--- config.mk ---
export PLATFORM = sky130hd
export DESIGN_NAME = ked_ram
export DESIGN_NICKNAME = d
export VERILOG_FILES = /design/src/rtl/ked_ram.sv
export SDC_FILE = /design/constraint.sdc
export NUM_CORES = 2
export LEC_CHECK = 0
export BUFFER_PORTS_ARGS = -buffer_cell sky130_fd_sc_hd__buf_2
export CAP_MARGIN = 40
export CORE_UTILIZATION = 30
export DETAILED_ROUTE_END_ITERATION = 8
export GPL_TIMING_DRIVEN = 0
export PLACE_DENSITY_LB_ADDON = 0.1
export SKIP_LAST_GASP = 1
export SLEW_MARGIN = 15
export SYNTH_ARGS = -nofsm -noshare
export SYNTH_HDL_FRONTEND = slang
export SYNTH_SLANG_ARGS = --single-unit
--- constraint.sdc ---
create_clock -name clk -period 3.45 [get_ports clk]
set_input_delay 1.035 -clock clk [delete_from_list [all_inputs] [get_ports clk]]
set_output_delay 1.035 -clock clk [all_outputs]
set_load 0.1 [all_outputs]
--- src/rtl/ked_ram.sv ---
`timescale 1ns / 1ps
// ============================================================================
// ked_ram: generic simple dual-port RAM
// One write port, one read port, read data registered.
// ============================================================================
module ked_ram #(
    parameter int WIDTH = 8,
    parameter int DEPTH = 256
) (
    input  logic                     clk,
    input  logic                     we,
    input  logic [$clog2(DEPTH)-1:0] waddr,
    input  logic [WIDTH-1:0]         wdata,
    input  logic                     re,
    input  logic [$clog2(DEPTH)-1:0] raddr,
    output logic [WIDTH-1:0]         rdata
);

    logic [WIDTH-1:0] mem [DEPTH];

    // Write port
    always_ff @(posedge clk)
    begin
        if (we)
        begin
            mem[waddr] <= wdata;
        end
    end

    // Registered read port
    always_ff @(posedge clk)
    begin
        if (re)
        begin
            rdata <= mem[raddr];
        end
    end

endmodule

==> impl_metrics.yaml <==
synth:
  synth-edff-count: 2056
  synth-seq-area-share_pct: 77.53
  synth.mux.area_fraction_pct: 14.60
  synthAdderAreaFrac_pct: 0
  yosys_register_bits: 2056
  netlist_area_um2: 79640
  synth-simple-area-share_pct: 2.625
  yosysTopAreaCellShare_pct: 77.53
  synth_nets: 3760
  yosysWarnings: 0
  synthArstFlopShare_pct: 0
  avgSynthCellArea_um2: 21.33
  synth_top_flop_cell: "edfxtp_1"
  syn_inst: 3733
  yosysTopAreaCell: "edfxtp_1"
  ys_types: 54
  ys_top_cells_by_area: "edfxtp_1, mux4_2, mux2i_1, nor2_1, a22oi_1"
  synth_compound_area_share_pct: 3.416
  synth_top_family_by_area: "multiplexers"
  synth_xor_area_share_pct: 0
worst_setup_path:
  cp.required_ns: 3.93
  critPathCaptureType: "flip-flop"
  path_buf_inv: 2
  arrival_ns: 4.02
  cp_slowest_stage_delay_ns: 0.85
  cp_top_family: "simple AND/OR/NAND/NOR gates"
  cp-start-kind: "input pin"
  worst-setup-path-type: "input pin to flip-flop"
  cp_slowest_cell: "nor2_1"
  crit_chain: "buf_2, nor2b_1, nand3_1, clkbuf_1, nor2_1"
  rrSetupSlack_ns: 0.56
  cp_max_fo: 10
floorplanning:
  initial_utilization_pct: 30.25
  ioPinCount: 35
  die_height_um: 517.2
  die_w_um: 517.2
  coreArea_um2: 263200
  dieArea_um2: 267500
  rows: 188
pwr:
  p_leak_nw: 29.75
  power.density_nw_per_um2: 568.0
  peakVddDrop_uv: 556.2
place:
  dp_slack_ns: -2.258
  place.gp.congestion: 0.8380
  portBuffers: 27
  dp_hpwl_mm: 199.9
routing:
  drtIter0Drc: 5073
  antenna_left: 0
  wl_mm: 284.7
  wl_per_cell_um: 35.66
  drc_errors: 0
  drt_first_pass_iters: 5
  vias: 41790
  via_per_inst: 5.234
sta:
  slew_viol_final: 0
  finClkSkew_ns: 0.04174
  rsz0062_at_grt: "yes"
  hold_viol: 0
  maxClockFrequency_mhz: 283.2
  min_period_ns: 3.531
  period_share_pct: 102.4
  layout_setup_ws_ns: -0.08150
  setup_viol: 46
  worst_pin_slew_ns: 0.9516
  relSlewSlack_pct: 36.56
layout:
  final_cell_mix: "edfxtp_1, mux4_2, nor2_1"
  layout_commonest_cell: "edfxtp_1"
  drive_gt1_share_pct: 30.24
  finalNetCount: 4302
  post-route-util_pct: 36.16
  syn_to_final_growth_pct: 19.52
  fill_cells: 24350
global_route:
  use_met3_pct: 3.713
  grt-ovfl-total: 0
  grt_util_met1_pct: 30.11
  grt_util_met2_pct: 34.22
  antenna_found_initial: 26
  grt_max_degree: 122
  grt_pass1_wl_mm: 380.7
  grt_pass1_vias: 41900
  grt-busiest-layer: "met2"
  track_usage_pct: 21.28
outcome:
  violations: "setup timing"
  status: "finished, violations left"
clock_tree:
  cts_buffer_depth: 3
  cts_made_buffers: 223
  cts_tree: "built"
  root_buffer: "clkbuf_16"
  clk-insertion-delay-late_ns: 0.86
  htreeDepth: 4
  clk_pin_slew_ns: 0.06
  clock-sinks: 2056
worst_hold_path:
  hold_path.class: "input pin to flip-flop"
flow_run:
  cap_violations: 0
==> worst register-to-register path, cell delays in order, from the launching register on <==
cell	delay (ns)
edfxtp_1	0.39
mux4_2	0.47
mux4_2	0.54
nor2_1	0.23
a2111oi_1	0.09
buf_2	0.18
nor3_1	0.22
buf_2	0.26
nor4_2	0.09
buf_2	0.19
==> stage by stage <==
stage / hold WS [ns] / TNS [ns] / instances / area (µm²) / total power, mW
floorplan: 0.8642 / 0 / 3733 / 79640 / 29.52
global placement: 1.378 / -6997.92 / 7275 / 84170 / 31.38
detailed placement: 1.389 / -747.85 / 7540 / 87150 / 31.46
CTS: 0.4478 / -0.1495 / 7955 / 94880 / 54.50
global route: 0.4822 / -0.1238 / 7975 / 95160 / 55.43
finish: 0.5157 / -2.104 / 7985 / 95180 / 54.06
==> final timing paths <==
path	to	startpoint	cells past startpoint
worst max-delay path	mem[225][3]	waddr[5]	5
worst min-delay path	rdata[2]	re	1
worst max register to register	rdata[1]	mem[132][1]	9
worst min register to register	rdata[3]	mem[41][3]	6
==> area by class of cell <==
type / instances / area (µm²) / share of cell area, %
Multi-Input combinational cell: 1442 / 17060 / 17.92
Clock buffer: 269 / 5774 / 6.067
Buffer: 230 / 1857 / 1.951
Clock inverter: 139 / 1115 / 1.171
Inverter: 2 / 8.758 / 0.009202
Antenna cell: 12 / 30.03 / 0.03155
Timing Repair Buffer: 320 / 3203 / 3.365
Sequential cell: 2056 / 61740 / 64.87
Tap cell: 3515 / 4398 / 4.621
==> report_power, final <==
group / internal [mW] / switching, mW / leakage [nW]
Sequential: 27.6 / 0.0136 / 18.5
Clock: 13.0 / 10.0 / 3.39
Combinational: 1.08 / 2.41 / 7.88
Total: 41.6 / 12.5 / 29.7
==> kinds of logic (layout without fill, tap and decap cells) <==
kind of cell,after synthesis,after routing
DFF,2056,2056
muxes,591,591
and+or+nand+nor,466,466
AOI/OAI and AO/OA,385,385
buffers and inverters,235,960
other,0,12
==> sequential cells by signal (all words and copies together) (netlist names) <==
register	flops
rdata	8
mem	2048
==> what timing repair did <==
| action | in CTS | in global routing |
|---|---|---|
| setup buffers | 9 | 1 |
| hold endpoints to repair | 0 | 0 |
| pin swaps | 12 | 4 |
| hold buffers | 0 | 0 |
| setup endpoints to repair | 68 | 49 |
| resized for setup | 200 | 31 |
==> per-layer routing <==
layer  share of wire [%]  wire (µm)  vias up
li1                    -          -    16870
met4                 2.1       6080        2
met3                 6.2      17520      336
met5              0.0046         13        -
met1                  44     126000    23020
met2                  47     135200     1565
==> cells in the mapped netlist, types with 3 or more instances <==
| library cell | number |
|---|---|
| and2_1 | 6 |
| o221ai_1 | 46 |
| nor3_1 | 22 |
| buf_8 | 13 |
| mux4_2 | 454 |
| a22o_1 | 8 |
| a211oi_1 | 16 |
| or2_2 | 4 |
| nor2b_1 | 31 |
| o22a_1 | 5 |
| nor4_1 | 24 |
| buf_12 | 8 |
| o22ai_1 | 28 |
| a22oi_1 | 133 |
| edfxtp_1 | 2056 |
| clkbuf_1 | 111 |
| a221oi_1 | 13 |
| buf_4 | 27 |
| nor2_1 | 282 |
| buf_1 | 22 |
| o32ai_1 | 4 |
| buf_6 | 21 |
| nand2b_1 | 8 |
| nand4_1 | 10 |
| a21oi_1 | 96 |
| nor4_2 | 3 |
| buf_2 | 31 |
| nand2_1 | 33 |
| o21ai_0 | 10 |
| o211ai_1 | 10 |
| nand3_1 | 34 |
| mux2i_1 | 134 |
Power figures use the tool's default switching activity.
