### config.mk
export PLATFORM = sky130hd
export DESIGN_NAME = ked_tally
export DESIGN_NICKNAME = d
export VERILOG_FILES = /design/src/rtl/ked_pkg.sv /design/src/rtl/ked_tally.sv
export SDC_FILE = /design/constraint.sdc
export NUM_CORES = 1
export LEC_CHECK = 0
export BUFFER_PORTS_ARGS = -buffer_cell sky130_fd_sc_hd__buf_2
export CELL_PAD_IN_SITES_DETAIL_PLACEMENT = 1
export CELL_PAD_IN_SITES_GLOBAL_PLACEMENT = 1
export CORE_UTILIZATION = 30
export DETAILED_ROUTE_END_ITERATION = 16
export GPL_ROUTABILITY_DRIVEN = 0
export GPL_TIMING_DRIVEN = 0
export PLACE_DENSITY = 0.56
export SYNTH_ARGS = -nofsm -noshare
export SYNTH_HDL_FRONTEND = slang
export SYNTH_SLANG_ARGS = --single-unit
### constraint.sdc
create_clock -name clk -period 7.45 [get_ports clk]
set_input_delay 1.49 -clock clk [delete_from_list [all_inputs] [get_ports clk]]
set_output_delay 1.49 -clock clk [all_outputs]
set_load 0.05 [all_outputs]
### src/rtl/ked_pkg.sv
`timescale 1ns / 1ps
// ============================================================================
// ked_pkg: shared types and constants for the Kruskal edge acceptor
// Table geometry, field widths, sequencer states and inter-module structs.
// ============================================================================
package ked_pkg;

    // Node index width follows the 10-bit endpoint fields
    localparam int NODE_BITS      = 10;
    localparam int MAX_NODES      = 1 << NODE_BITS;
    localparam int CNT_BITS       = NODE_BITS + 1;
    localparam int WEIGHT_BITS    = 31;
    localparam int TOTAL_BITS     = 41;
    localparam int RANK_BITS      = 4;
    localparam int CFG_BITS       = 11;

    localparam logic [RANK_BITS-1:0]  RANK_MAX  = {RANK_BITS{1'b1}};
    localparam logic [TOTAL_BITS-1:0] TOTAL_MAX = {TOTAL_BITS{1'b1}};
    localparam logic [NODE_BITS-1:0]  LAST_NODE = NODE_BITS'(MAX_NODES - 1);
    localparam logic [CNT_BITS-1:0]   NODES_RST = CNT_BITS'(MAX_NODES);

    // Stream packing
    localparam int IN_TDATA_BITS  = 56;
    localparam int OUT_TDATA_BITS = 56;
    localparam int OUT_TUSER_BITS = 3;

    // One table entry: rank above parent
    typedef struct packed {
        logic [RANK_BITS-1:0] rank;
        logic [NODE_BITS-1:0] parent;
    } entry_t;

    localparam int ENTRY_BITS = $bits(entry_t);

    typedef enum logic [2:0] {
        ST_CLEAR,
        ST_IDLE,
        ST_FIND,
        ST_COMP,
        ST_UNION,
        ST_RANK,
        ST_RESULT
    } seq_state_t;

    // Sequencer to tally
    typedef struct packed {
        logic                   take;
        logic                   load;
        logic                   acc;
        logic                   last;
        logic [WEIGHT_BITS-1:0] weight;
    } tally_cmd_t;

    // Tally to sequencer
    typedef struct packed {
        logic [CNT_BITS-1:0] node_count;
        logic                done;
        logic                out_free;
    } tally_stat_t;

endpackage

### src/rtl/ked_tally.sv
`timescale 1ns / 1ps
// ============================================================================
// ked_tally: node count, running totals and result register
// Holds node_count, the saturating weight sum and edge count, and the
// output register that feeds the result stream.
// ============================================================================
module ked_tally
    import ked_pkg::*;
(
    input  logic                      clk,
    input  logic                      rst_n,
    input  logic                      cfg_wr_en,
    input  logic [CFG_BITS-1:0]       cfg_wr_data,
    input  tally_cmd_t                cmd,
    output tally_stat_t               stat,
    output logic                      m_tvalid,
    input  logic                      m_tready,
    output logic [TOTAL_BITS-1:0]     total_weight,
    output logic [NODE_BITS-1:0]      edges_taken,
    output logic                      accepted,
    output logic                      complete,
    output logic                      impossible
);

    logic [CNT_BITS-1:0]   nc_reg;
    logic [CNT_BITS-1:0]   nc_next;
    logic [TOTAL_BITS-1:0] total_reg;
    logic [NODE_BITS-1:0]  count_reg;
    logic [TOTAL_BITS:0]   sum;
    logic                  done;
    logic                  m_tvalid_reg;
    logic [TOTAL_BITS-1:0] total_out_reg;
    logic [NODE_BITS-1:0]  count_out_reg;
    logic                  acc_out_reg;
    logic                  comp_out_reg;
    logic                  imp_out_reg;

    // Clamp the written node count to 1..MAX_NODES
    always_comb
    begin
        if (cfg_wr_data == '0)
        begin
            nc_next = CNT_BITS'(1);
        end
        else if (cfg_wr_data > NODES_RST)
        begin
            nc_next = NODES_RST;
        end
        else
        begin
            nc_next = cfg_wr_data;
        end
    end

    // Completion and saturating add
    always_comb
    begin
        done           = (({1'b0, count_reg} + 1'b1) == nc_reg);
        sum            = {1'b0, total_reg} + (TOTAL_BITS + 1)'(cmd.weight);
        stat.node_count = nc_reg;
        stat.done       = done;
        stat.out_free   = !m_tvalid_reg || m_tready;
    end

    // Running state
    always_ff @(posedge clk or negedge rst_n)
    begin
        if (!rst_n)
        begin
            nc_reg    <= NODES_RST;
            total_reg <= '0;
            count_reg <= '0;
        end
        else if (cfg_wr_en)
        begin
            nc_reg    <= nc_next;
            total_reg <= '0;
            count_reg <= '0;
        end
        else if (cmd.take)
        begin
            total_reg <= sum[TOTAL_BITS] ? TOTAL_MAX : sum[TOTAL_BITS-1:0];
            count_reg <= count_reg + 1'b1;
        end
    end

    // Result valid
    always_ff @(posedge clk or negedge rst_n)
    begin
        if (!rst_n)
        begin
            m_tvalid_reg <= 1'b0;
        end
        else if (cmd.load)
        begin
            m_tvalid_reg <= 1'b1;
        end
        else if (m_tready)
        begin
            m_tvalid_reg <= 1'b0;
        end
    end

    // Result payload
    always_ff @(posedge clk)
    begin
        if (cmd.load)
        begin
            total_out_reg <= total_reg;
            count_out_reg <= count_reg;
            acc_out_reg   <= cmd.acc;
            comp_out_reg  <= done;
            imp_out_reg   <= cmd.last && !done;
        end
    end

    assign m_tvalid     = m_tvalid_reg;
    assign total_weight = total_out_reg;
    assign edges_taken  = count_out_reg;
    assign accepted     = acc_out_reg;
    assign complete     = comp_out_reg;
    assign impossible   = imp_out_reg;

endmodule

==> impl_metrics.csv <==
group,metric,value,unit
run_status,status,"complete, no violations",
place,io_buffers,116,
cts,cts_tree,"done",
critical_path,r2r_cells,12,
logic_synthesis,synth_edf_count,54,
drt,drtPass1Iterations,6,
power_and_ir_drop,p_clk_share,40.6,%
logic_synthesis,synth-seq-cells,117,
floorplanning,start_util,31.1,%
grt,antenna_found_initial,1,
power_and_ir_drop,p_sw,0.643,mW
worst_hold_path,hold_depth,0,
floorplanning,io_pins,118,
critical_path,reg2reg_slack,4.12,ns
sta,rsz0062_at_grt,"no",
critical_path,crit_family,"simple AND/OR/NAND/NOR gates",
power_and_ir_drop,internal_power,1.45,mW
logic_synthesis,yosysTopAreaCellShare,25.5,%
power_and_ir_drop,switching_share,30.8,%
cts,cts_resized,0,
sta,worstMarginPinSlew,0.785,ns
critical_path,crit_type,"register to primary output",
critical_path,cp-endpoint,"stat[1]",
grt,grt_pass1_vias,5433,
worst_hold_path,hold_class,"register to register",
critical_path,path_buf_inv,3,
drt,vias_per_cell,5.12,
sta,finalHoldViolations,0,
cells_and_area,final_core_util,38.7,%
logic_synthesis,synth_compound_area_share,19.5,%
critical_path,rr_endpoint,"total_reg[32]$_DFFE_PN0P_",
power_and_ir_drop,comb_power_share,22.9,%
cts,numCtsBuffers,17,
power_and_ir_drop,leakage,3.47,nW
drt,drc,0,
logic_synthesis,yosysMostFrequentCell,"nor2_1",
logic_synthesis,synthesis.instances,589,
logic_synthesis,synth_xor_area_share,6.88,%
drt,wl,18.6,mm
logic_synthesis,synth.area.top_cells,"edfxtp_1, dfrtp_1, ha_1",
critical_path,crit_path_max_fanout,7,
sta,post-route-min-period,4.65,ns
logic_synthesis,ys_warn_count,0,
logic_synthesis,syn_area,0.00637,mm2
drt,wire_per_inst,18.4,um
place,dp_slack,2.97,ns
cts,max-clock-path-buffers,2,
grt,grt_max_degree,63,
critical_path,start_kind,"register",
sta,fmax,215,MHz
sta,setup_viol,0,
sta,whs,0.447,ns
floorplanning,core-area,0.0205,mm2
sta,slew_headroom,47.7,%
drt,ant_nets,0,
critical_path,max_stage_delay,0.54,ns
power_and_ir_drop,cellPowerDensity,264,mW/mm2
logic_synthesis,yosysSeqAreaShare,50.2,%
power_and_ir_drop,pwr-share-seq,36.5,%
logic_synthesis,synth_cell_types,74,
critical_path,crit_start,"count_reg[2]$_DFFE_PN0P_",
sta,tns,0,ns
cts,numClockSinks,117,
floorplanning,die_x,148,um
critical_path,path_cells,"clkbuf_1 > nand3_1 > nor2_1 > and3_1 > nand3_1 > xnor2_1 > nor3_1 > a31oi_1 > nor4_1 > buf_4 > buf_2",
cts,h-tree-depth,4,
power_and_ir_drop,ir_drop,0.135,mV
logic_synthesis,syn_area_per_cell,10.8,um2
sta,setup_ws,2.80,ns
critical_path,arrival,3.16,ns
drt,vias,5166,
job,maxCapViolCount,0,
place,place_hpwl,13.4,mm
cts,clk_latency,0.42,ns
power_and_ir_drop,p_total,2.09,mW
cts,cts_hold_buf,0,
critical_path,cp_common_cell,"nand3_1",
logic_synthesis,synth_flop_cell,"dfrtp_1",
grt,grt_pass1_wl,29.8,mm
logic_synthesis,synth_top_family_by_area,"compound AO/OA/AOI/OAI gates",
cts,clockRootBuffer,"clkbuf_16",
floorplanning,placementRows,52,
sta,skew,0.0127,ns
cells_and_area,drive_gt1_share,23.7,%
floorplanning,dieArea,0.0218,mm2
logic_synthesis,synth_fp_nets,672,
sta,finalCritPeriodShare,62.4,%
logic_synthesis,synthSimpleGateAreaFrac,13.4,%
critical_path,crit_cells,11,
sta,drv_slew,0,
critical_path,slowest_stage,"nor4_1",
cts,post-cts-setup-buffer-count,0,
floorplanning,die_h,148,um
cells_and_area,syn_to_final_growth,24.5,%
logic_synthesis,synth_mux_area_share,0.491,%
critical_path,timing.rr.start,"total_reg[0]$_DFFE_PN0P_",
grt,overflow,0,
logic_synthesis,synthTopCellsByCount,"nor2_1, dfrtp_1, edfxtp_1",
drt,drt_iter0_drc,200,
cts,clk_pin_slew,0.05,ns
cells_and_area,nets,808,
critical_path,crit_required,5.96,ns
logic_synthesis,synth_async_sr_flop_share,53.8,%
logic_synthesis,synthAdderAreaFrac,6.76,%
grt,grt_util_all_layers,17.9,%
logic_synthesis,synth_top_area_cell,"edfxtp_1",
critical_path,endpoint_kind,"primary output",
## through the flow
step | cells | cell area (um2)
4_1_cts | 1008 | 7920
3_3_place_gp | 975 | 7290
2_1_floorplan | 589 | 6370
6_report | 1009 | 7930
3_5_place_dp | 976 | 7320
5_1_grt | 1008 | 7920
## worst min path at each step
stage	start	to	slack, ns
6_report	count_reg[2]$_DFFE_PN0P_	edges_taken[2]$_DFFE_PP_	0.45
3_5_place_dp	count_reg[2]$_DFFE_PN0P_	edges_taken[2]$_DFFE_PP_	0.44
4_1_cts	count_reg[2]$_DFFE_PN0P_	edges_taken[2]$_DFFE_PP_	0.45
3_3_place_gp	count_reg[2]$_DFFE_PN0P_	edges_taken[2]$_DFFE_PP_	0.44
5_1_grt	count_reg[2]$_DFFE_PN0P_	edges_taken[2]$_DFFE_PP_	0.46
2_1_floorplan	count_reg[2]$_DFFE_PN0P_	edges_taken[2]$_DFFE_PP_	0.42
## cells by family (layout without fill, tap and decap cells)
logic type / after synthesis / in the layout
AOI/OAI and AO/OA: 165 / 165
adders and majority gates: 34 / 34
and+or+nand+nor: 176 / 176
buffers and inverters: 44 / 193
muxes: 3 / 3
xor gates and xnor gates: 50 / 50
DFF: 117 / 117
other: 0 / 1
## metal layers
metal / vias to the layer above / routed length (um) / track usage (%)
li1: 2488 / - / -
met1: 2541 / 8940 / 24.2
met2: 117 / 8500 / 28.7
met3: 20 / 946 / 4.44
met4: 0 / 196 / 4.59
met5: - / 0 / 0
## power groups by stage
| stage | Clock [mW] | Sequential, mW | Combinational (mW) |
|---|---|---|---|
| 6_report | 0.848 | 0.763 | 0.478 |
| 5_1_grt | 0.895 | 0.770 | 0.523 |
| 3_3_place_gp | 0 | 0.774 | 0.470 |
| 4_1_cts | 0.866 | 0.764 | 0.482 |
| 3_5_place_dp | 0 | 0.775 | 0.477 |
| 2_1_floorplan | 0 | 0.860 | 0.256 |
## area by class of cell
type,count,area [um2]
Antenna cell,1,2.50
Buffer,27,115
Clock buffer,29,541
Clock inverter,3,65.1
Fill cell,2342,12600
Inverter,17,63.8
Multi-Input combinational cell,428,2990
Sequential cell,117,3200
Tap cell,270,338
Timing Repair Buffer,117,613
## placed cells by master (no fill, tap or decap), drive strengths merged, types with 3 or more instances in the layout
master and count:
clkbuf 48, nand3 9, o21a 9, ha 32, nor4 4, o22ai 4, a311oi 23, o21bai 6
and4 6, nor3b 3, o2bb2ai 4, a21o 14, a211oi 8, a22o 5, a211o 5, edfxtp 54
and3 7, dfrtp 62, inv 17, buf 125, a31oi 9, xnor2 23, o31ai 3, a21oi 36
nand2 39, xor2 27, nand2b 4, nor2 65, nand4 13, o21ai 19, and2 4, nor3 14
No activity file was read; power rests on OpenSTA's default activity.
