### config.mk
export PLATFORM = sky130hd
export DESIGN_NAME = ked_seq
export DESIGN_NICKNAME = d
export VERILOG_FILES = /design/src/rtl/ked_pkg.sv /design/src/rtl/ked_seq.sv
export SDC_FILE = /design/constraint.sdc
export NUM_CORES = 1
export LEC_CHECK = 0
export ABC_AREA = 1
export ABC_CLOCK_PERIOD_IN_PS = 3220
export BUFFER_PORTS_ARGS = -buffer_cell sky130_fd_sc_hd__buf_2
export CORE_MARGIN = 2
export CORE_UTILIZATION = 43
export DETAILED_ROUTE_END_ITERATION = 12
export MAX_ROUTING_LAYER = met4
export PLACE_DENSITY = 0.69
export SYNTH_ARGS = -nofsm -noshare
export SYNTH_HDL_FRONTEND = slang
export SYNTH_SLANG_ARGS = --single-unit
### constraint.sdc
create_clock -name clk -period 3.22 [get_ports clk]
set_clock_uncertainty 0.05 [all_clocks]
set_input_delay 0.322 -clock clk [delete_from_list [all_inputs] [get_ports clk]]
set_output_delay 0.322 -clock clk [all_outputs]
set_load 0.01 [all_outputs]
### src/rtl/ked_pkg.sv
`timescale 1ns / 1ps
// ============================================================================
// ked_pkg: shared types and constants for the Kruskal edge acceptor
// Table geometry, field widths, sequencer states and inter-module structs.
// ============================================================================
package ked_pkg;

    // Node index width follows the 10-bit endpoint fields
    localparam int NODE_BITS      = 10;
    localparam int MAX_NODES      = 1 << NODE_BITS;
    localparam int CNT_BITS       = NODE_BITS + 1;
    localparam int WEIGHT_BITS    = 31;
    localparam int TOTAL_BITS     = 41;
    localparam int RANK_BITS      = 4;
    localparam int CFG_BITS       = 11;

    localparam logic [RANK_BITS-1:0]  RANK_MAX  = {RANK_BITS{1'b1}};
    localparam logic [TOTAL_BITS-1:0] TOTAL_MAX = {TOTAL_BITS{1'b1}};
    localparam logic [NODE_BITS-1:0]  LAST_NODE = NODE_BITS'(MAX_NODES - 1);
    localparam logic [CNT_BITS-1:0]   NODES_RST = CNT_BITS'(MAX_NODES);

    // Stream packing
    localparam int IN_TDATA_BITS  = 56;
    localparam int OUT_TDATA_BITS = 56;
    localparam int OUT_TUSER_BITS = 3;

    // One table entry: rank above parent
    typedef struct packed {
        logic [RANK_BITS-1:0] rank;
        logic [NODE_BITS-1:0] parent;
    } entry_t;

    localparam int ENTRY_BITS = $bits(entry_t);

    typedef enum logic [2:0] {
        ST_CLEAR,
        ST_IDLE,
        ST_FIND,
        ST_COMP,
        ST_UNION,
        ST_RANK,
        ST_RESULT
    } seq_state_t;

    // Sequencer to tally
    typedef struct packed {
        logic                   take;
        logic                   load;
        logic                   acc;
        logic                   last;
        logic [WEIGHT_BITS-1:0] weight;
    } tally_cmd_t;

    // Tally to sequencer
    typedef struct packed {
        logic [CNT_BITS-1:0] node_count;
        logic                done;
        logic                out_free;
    } tally_stat_t;

endpackage

### src/rtl/ked_seq.sv
`timescale 1ns / 1ps
// ============================================================================
// ked_seq: disjoint-set sequencer
// Clears the table, walks both parent chains, compresses the paths and
// performs the union by rank, all through the single table memory.
// ============================================================================
module ked_seq
    import ked_pkg::*;
(
    input  logic                   clk,
    input  logic                   rst_n,
    input  logic                   cfg_wr_en,
    input  logic                   s_tvalid,
    output logic                   s_tready,
    input  logic [NODE_BITS-1:0]   edge_from,
    input  logic [NODE_BITS-1:0]   edge_to,
    input  logic [WEIGHT_BITS-1:0] edge_weight,
    input  logic                   last_edge,
    input  tally_stat_t            stat,
    output tally_cmd_t             cmd,
    output logic                   ram_we,
    output logic [NODE_BITS-1:0]   ram_waddr,
    output entry_t                 ram_wdata,
    output logic                   ram_re,
    output logic [NODE_BITS-1:0]   ram_raddr,
    input  entry_t                 ram_rdata
);

    seq_state_t state_reg, state_next;

    logic [NODE_BITS-1:0]   clr_reg;
    logic                   phase_reg;     // 0: endpoint a, 1: endpoint b
    logic [NODE_BITS-1:0]   cur_reg;
    logic [NODE_BITS-1:0]   a_reg;
    logic [NODE_BITS-1:0]   b_reg;
    logic [WEIGHT_BITS-1:0] w_reg;
    logic                   last_reg;
    logic                   acc_reg;
    logic [NODE_BITS-1:0]   root_a_reg;
    logic [NODE_BITS-1:0]   root_b_reg;
    logic [RANK_BITS-1:0]   rank_a_reg;
    logic [RANK_BITS-1:0]   rank_b_reg;

    logic                   edge_ok;
    logic                   at_root;
    logic                   comp_done;
    logic                   roots_differ;
    logic                   rank_a_gt;
    logic                   rank_bump;
    logic [NODE_BITS-1:0]   root_cur;
    logic [NODE_BITS-1:0]   start_cur;

    // Decode helpers
    always_comb
    begin
        edge_ok      = !stat.done
                       && ({1'b0, edge_from} < stat.node_count)
                       && ({1'b0, edge_to} < stat.node_count);
        root_cur     = phase_reg ? root_b_reg : root_a_reg;
        start_cur    = phase_reg ? b_reg : a_reg;
        at_root      = (ram_rdata.parent == cur_reg);
        comp_done    = (cur_reg == root_cur);
        roots_differ = (root_a_reg != root_b_reg);
        rank_a_gt    = (rank_a_reg > rank_b_reg);
        rank_bump    = (rank_a_reg == rank_b_reg) && (rank_b_reg < RANK_MAX);
    end

    // Next state
    always_comb
    begin
        state_next = state_reg;
        case (state_reg)
            ST_CLEAR:
            begin
                if (clr_reg == LAST_NODE)
                begin
                    state_next = ST_IDLE;
                end
            end
            ST_IDLE:
            begin
                if (s_tvalid)
                begin
                    state_next = edge_ok ? ST_FIND : ST_RESULT;
                end
            end
            ST_FIND:
            begin
                if (at_root)
                begin
                    state_next = ST_COMP;
                end
            end
            ST_COMP:
            begin
                if (comp_done)
                begin
                    state_next = phase_reg ? ST_UNION : ST_FIND;
                end
            end
            ST_UNION:
            begin
                if (roots_differ && !rank_a_gt && rank_bump)
                begin
                    state_next = ST_RANK;
                end
                else
                begin
                    state_next = ST_RESULT;
                end
            end
            ST_RANK:
            begin
                state_next = ST_RESULT;
            end
            ST_RESULT:
            begin
                if (stat.out_free)
                begin
                    state_next = ST_IDLE;
                end
            end
            default:
            begin
                state_next = ST_CLEAR;
            end
        endcase
        // A node_count write restarts the table sweep
        if (cfg_wr_en)
        begin
            state_next = ST_CLEAR;
        end
    end

    // Outputs: memory access, handshake and tally commands
    always_comb
    begin
        s_tready   = 1'b0;
        ram_we     = 1'b0;
        ram_waddr  = cur_reg;
        ram_wdata  = '{rank: ram_rdata.rank, parent: root_cur};
        ram_re     = 1'b0;
        ram_raddr  = ram_rdata.parent;
        cmd.take   = 1'b0;
        cmd.load   = 1'b0;
        cmd.acc    = acc_reg;
        cmd.last   = last_reg;
        cmd.weight = w_reg;
        case (state_reg)
            ST_CLEAR:
            begin
                ram_we    = 1'b1;
                ram_waddr = clr_reg;
                ram_wdata = '{rank: '0, parent: clr_reg};
            end
            ST_IDLE:
            begin
                s_tready  = !cfg_wr_en;
                ram_re    = s_tvalid;
                ram_raddr = edge_from;
            end
            ST_FIND:
            begin
                ram_re = 1'b1;
                if (at_root)
                begin
                    ram_raddr = start_cur;
                end
            end
            ST_COMP:
            begin
                if (comp_done)
                begin
                    ram_re    = !phase_reg;
                    ram_raddr = b_reg;
                end
                else
                begin
                    // point this node straight at the root, fetch the next one
                    ram_we = 1'b1;
                    ram_re = 1'b1;
                end
            end
            ST_UNION:
            begin
                cmd.take = roots_differ;
                ram_we   = roots_differ;
                if (rank_a_gt)
                begin
                    ram_waddr = root_b_reg;
                    ram_wdata = '{rank: rank_b_reg, parent: root_a_reg};
                end
                else
                begin
                    ram_waddr = root_a_reg;
                    ram_wdata = '{rank: rank_a_reg, parent: root_b_reg};
                end
            end
            ST_RANK:
            begin
                ram_we    = 1'b1;
                ram_waddr = root_b_reg;
                ram_wdata = '{rank: rank_b_reg + 1'b1, parent: root_b_reg};
            end
            ST_RESULT:
            begin
                cmd.load = stat.out_free;
            end
            default:
            begin
                ram_we = 1'b0;
            end
        endcase
    end

    // Control registers
    always_ff @(posedge clk or negedge rst_n)
    begin
        if (!rst_n)
        begin
            state_reg <= ST_CLEAR;
            clr_reg   <= '0;
            phase_reg <= 1'b0;
        end
        else
        begin
            state_reg <= state_next;
            if (cfg_wr_en)
            begin
                clr_reg <= '0;
            end
            else if (state_reg == ST_CLEAR)
            begin
                clr_reg <= clr_reg + 1'b1;
            end
            if (state_reg == ST_IDLE)
            begin
                phase_reg <= 1'b0;
            end
            else if (state_reg == ST_COMP && comp_done)
            begin
                phase_reg <= 1'b1;
            end
        end
    end

    // Edge and walk registers
    always_ff @(posedge clk)
    begin
        case (state_reg)
            ST_IDLE:
            begin
                if (s_tvalid && s_tready)
                begin
                    a_reg    <= edge_from;
                    b_reg    <= edge_to;
                    w_reg    <= edge_weight;
                    last_reg <= last_edge;
                    cur_reg  <= edge_from;
                    acc_reg  <= 1'b0;
                end
            end
            ST_FIND:
            begin
                if (at_root)
                begin
                    if (phase_reg)
                    begin
                        root_b_reg <= cur_reg;
                        rank_b_reg <= ram_rdata.rank;
                    end
                    else
                    begin
                        root_a_reg <= cur_reg;
                        rank_a_reg <= ram_rdata.rank;
                    end
                    cur_reg <= start_cur;
                end
                else
                begin
                    cur_reg <= ram_rdata.parent;
                end
            end
            ST_COMP:
            begin
                if (comp_done)
                begin
                    cur_reg <= b_reg;
                end
                else
                begin
                    cur_reg <= ram_rdata.parent;
                end
            end
            ST_UNION:
            begin
                acc_reg <= roots_differ;
            end
            default:
            begin
                acc_reg <= acc_reg;
            end
        endcase
    end

endmodule

==> flow_summary_export.csv <==
group,metric,value,unit
outcome,outcome,"complete, no violations",
worst_setup_path,r2r_end,"cur_reg[7]$_DFFE_PP_",
hold_path,worstHoldEndpoint,"w_reg[10]$_DFFE_PP_",
hold_path,hold_path_class,"input port to flip-flop",
final_layout,fillers,1376,
worst_setup_path,worst_r2r_path_depth,6,
synth,synth_nets,876,
pwr,irDropWorstVdd,0.3339,mV
final_layout,final_net_count,1027,
routing,viasPerCell,5.273,
worst_setup_path,path_cells,"clkinv_2 -> nand2_1 -> nand2_1 -> nand2_1 -> nand2_1 -> nor2_1 -> nand2_1 -> nor2_4 -> nand3_1 -> nand2_1 -> nand2_1 -> nand4_1 -> buf_2",
die,fp.dieW,126.5,um
die,start_util,44.23,%
clock_tree,cts_setup_buffers,0,
sta,whs,0.08306,ns
synth,ys_seq_area_share,47.78,%
clock_tree,numClockSinks,105,
sta,hold_viol_final,0,
worst_setup_path,worstPathRequired,2.85,ns
flow_run,maxCapViolations,0,
routing,routed_wl,17160,um
sta,fin_crit,2.950,ns
final_layout,largest_reg_flops,31,
synth,ys_ff_latch,105,
worst_setup_path,r2r_start,"state_reg[0]$_DFFE_PN0P_",
synth,ys_types,42,
hold_path,worstHoldStart,"edge_weight[10]",
grt,globalRouteTotalUtil,22.64,%
grt,grt.overflow.total,0,
routing,drc_errors,0,
die,dieArea,16000,um^2
hold_path,worstHoldPathCells,1,
synth,synthCells,769,
pwr,p_leak,0.003590,uW
final_layout,num_antenna_cells,0,
grt,antenna_found_initial,0,
worst_setup_path,critical_path_class,"flip-flop to primary output",
routing,ant_nets,0,
final_layout,multi_input_area,2908,um^2
grt,first_global_vias,5564,
final_layout,layout.cells.non_filler,1109,
worst_setup_path,cp-start-kind,"flip-flop",
worst_setup_path,crit_slowest_cell,"dfrtp_1",
routing,dr.pass1.iters,5,
sta,setup_violations,0,
place,gp_congestion,0.8701,
final_layout,drive_above_1_share,24.32,%
synth,syn_avg_cell_area,8.391,um^2
worst_setup_path,path_max_fanout,24,
routing,num_vias,5848,
final_layout,syn_to_final_growth,19.76,%
sta,slew_violations,0,
die,io_pins,155,
clock_tree,ctsHtreeMaxLevel,3,
worst_setup_path,cpMostUsedCell,"nand2_1",
clock_tree,numCtsBuffers,9,
synth,synth_top_area_share,42.35,%
clock_tree,cts_tree,"yes",
grt,grt_pass1_wl,27920,um
routing,drt_iter0_drc,447,
sta,fin_crit_sh,91.61,%
worst_setup_path,cp.arrival,2.58,ns
synth,yosys_warnings,0,
die,core,14590,um^2
sta,worst_pin_slew,1.059,ns
place,dp_hpwl,12830,um
sta,fmax,339.0,MHz
place,io_buffers,154,
synth,synth_area,6452,um^2
synth,synth_top_area_cell,"edfxtp_1",
die,core.rowCount,44,
final_layout,final_cell_mix,"nand2_1, buf_2, edfxtp_1",
clock_tree,insertion_delay,0.36,ns
sta,slew-limit-headroom,29.39,%
clock_tree,cts.path.max_buffers,2,
routing,routedWlPerCell,15.48,um
final_layout,mostFrequentLayoutCell,"nand2_1",
grt,grt_max_degree,35,
worst_setup_path,max_stage_delay,0.38,ns
die,die_h,126.5,um
worst_setup_path,end_kind,"primary output",
final_layout,regArea,3083,um^2
worst_setup_path,reg2reg_slack,0.57,ns
clock_tree,cts_root_buf,"clkbuf_16",
synth,synthTopCellsByArea,"edfxtp_1, nand2_1, dfrtp_1, inv_1, ha_1",
pwr,pwr_density_cell,706.2,nW/um^2
place,placed_cells,1092,
clock_tree,clk_pin_slew,0.08,ns
worst max path at each step:
stage,start,endpoint,cells past startpoint
2_1_floorplan,cur_reg[9]$_DFFE_PP_,rank_a_reg[0]$_DFFE_PP_,7
3_3_place_gp,phase_reg$_DFFE_PN0P_,ram_raddr[6],13
3_5_place_dp,state_reg[0]$_DFFE_PN0P_,cur_reg[2]$_DFFE_PP_,6
4_1_cts,phase_reg$_DFFE_PN0P_,ram_raddr[8],13
5_1_grt,phase_reg$_DFFE_PN0P_,ram_raddr[8],13
6_report,phase_reg$_DFFE_PN0P_,ram_raddr[9],13
power breakdown:
part	internal [uW]	switching (uW)	total (uW)
Clock	558	559	1120
Combinational	877	1570	2450
Sequential	1720	172	1890
Total	3160	2300	5460
per-stage QoR:
step / area, um^2 / setup slack (ns) / power, uW / setup TNS (ns) / utilization (%)
3_3_place_gp: 7410 / 0.6508 / 4327 / 0 / 50.79
6_report: 7727 / 0.2702 / 5457 / 0 / 52.97
2_1_floorplan: 6452 / 0.6062 / 3403 / 0 / -
4_1_cts: 7724 / 0.2119 / 5477 / 0 / 52.94
3_5_place_dp: 7410 / 0.5697 / 4352 / 0 / 50.79
5_1_grt: 7727 / -0.03197 / 5819 / -0.03197 / 52.97
layout make-up:
class | instances | area share [%]
Inverter | 88 | 4.291
Timing Repair Buffer | 167 | 11.27
Clock buffer | 9 | 2.915
Sequential cell | 105 | 39.90
Clock inverter | 7 | 1.020
Multi-Input combinational cell | 549 | 37.63
Tap cell | 184 | 2.979
metal layers:
layer / part of all wire (%) / track usage, %
met3: 6.7 / 4.597
met4: 2.0 / 6.076
met2: 47 / 36.11
met5: 0 / -
met1: 44 / 29.63
synthesized netlist by cell type, drive strengths merged:
master / instances
nand2: 261
edfxtp: 91
inv: 87
nand3: 54
nor2: 49
a21oi: 40
o21ai: 35
ha: 24
a22oi: 15
clkbuf: 15
dfrtp: 14
nand4: 14
buf: 12
nor3: 12
xor2: 11
a221oi: 8
o211ai: 7
a32oi: 5
nor4: 4
a211oi: 2
a31oi: 2
o22ai: 2
a21o: 1
clkinv: 1
o21bai: 1
o221ai: 1
xnor2: 1
cells by family after synthesis:
logic type / Yosys count / share of synthesized area (%)
AO/OA/AOI/OAI: 119 / 11.13
XOR/XNOR: 12 / 1.629
adder cells (fa/ha/maj): 24 / 4.654
buffers and inverters: 115 / 7.388
flip-flops: 105 / 47.78
AND/OR/NAND/NOR: 394 / 27.42
worst max-delay path: cells and delay by family, from the launching register on:
family / cells / cell delay (ns)
flops: 1 / 0.38
buf+inv: 2 / 0.52
simple gates: 11 / 1.30
what timing repair did:
action                     in CTS  in global routing
hold endpoints to repair       14                  0
gates resized for setup         0                  2
hold buffers                    1                  0
setup endpoints to repair       0                 10
Note: power is estimated with default switching activity, not from simulation.
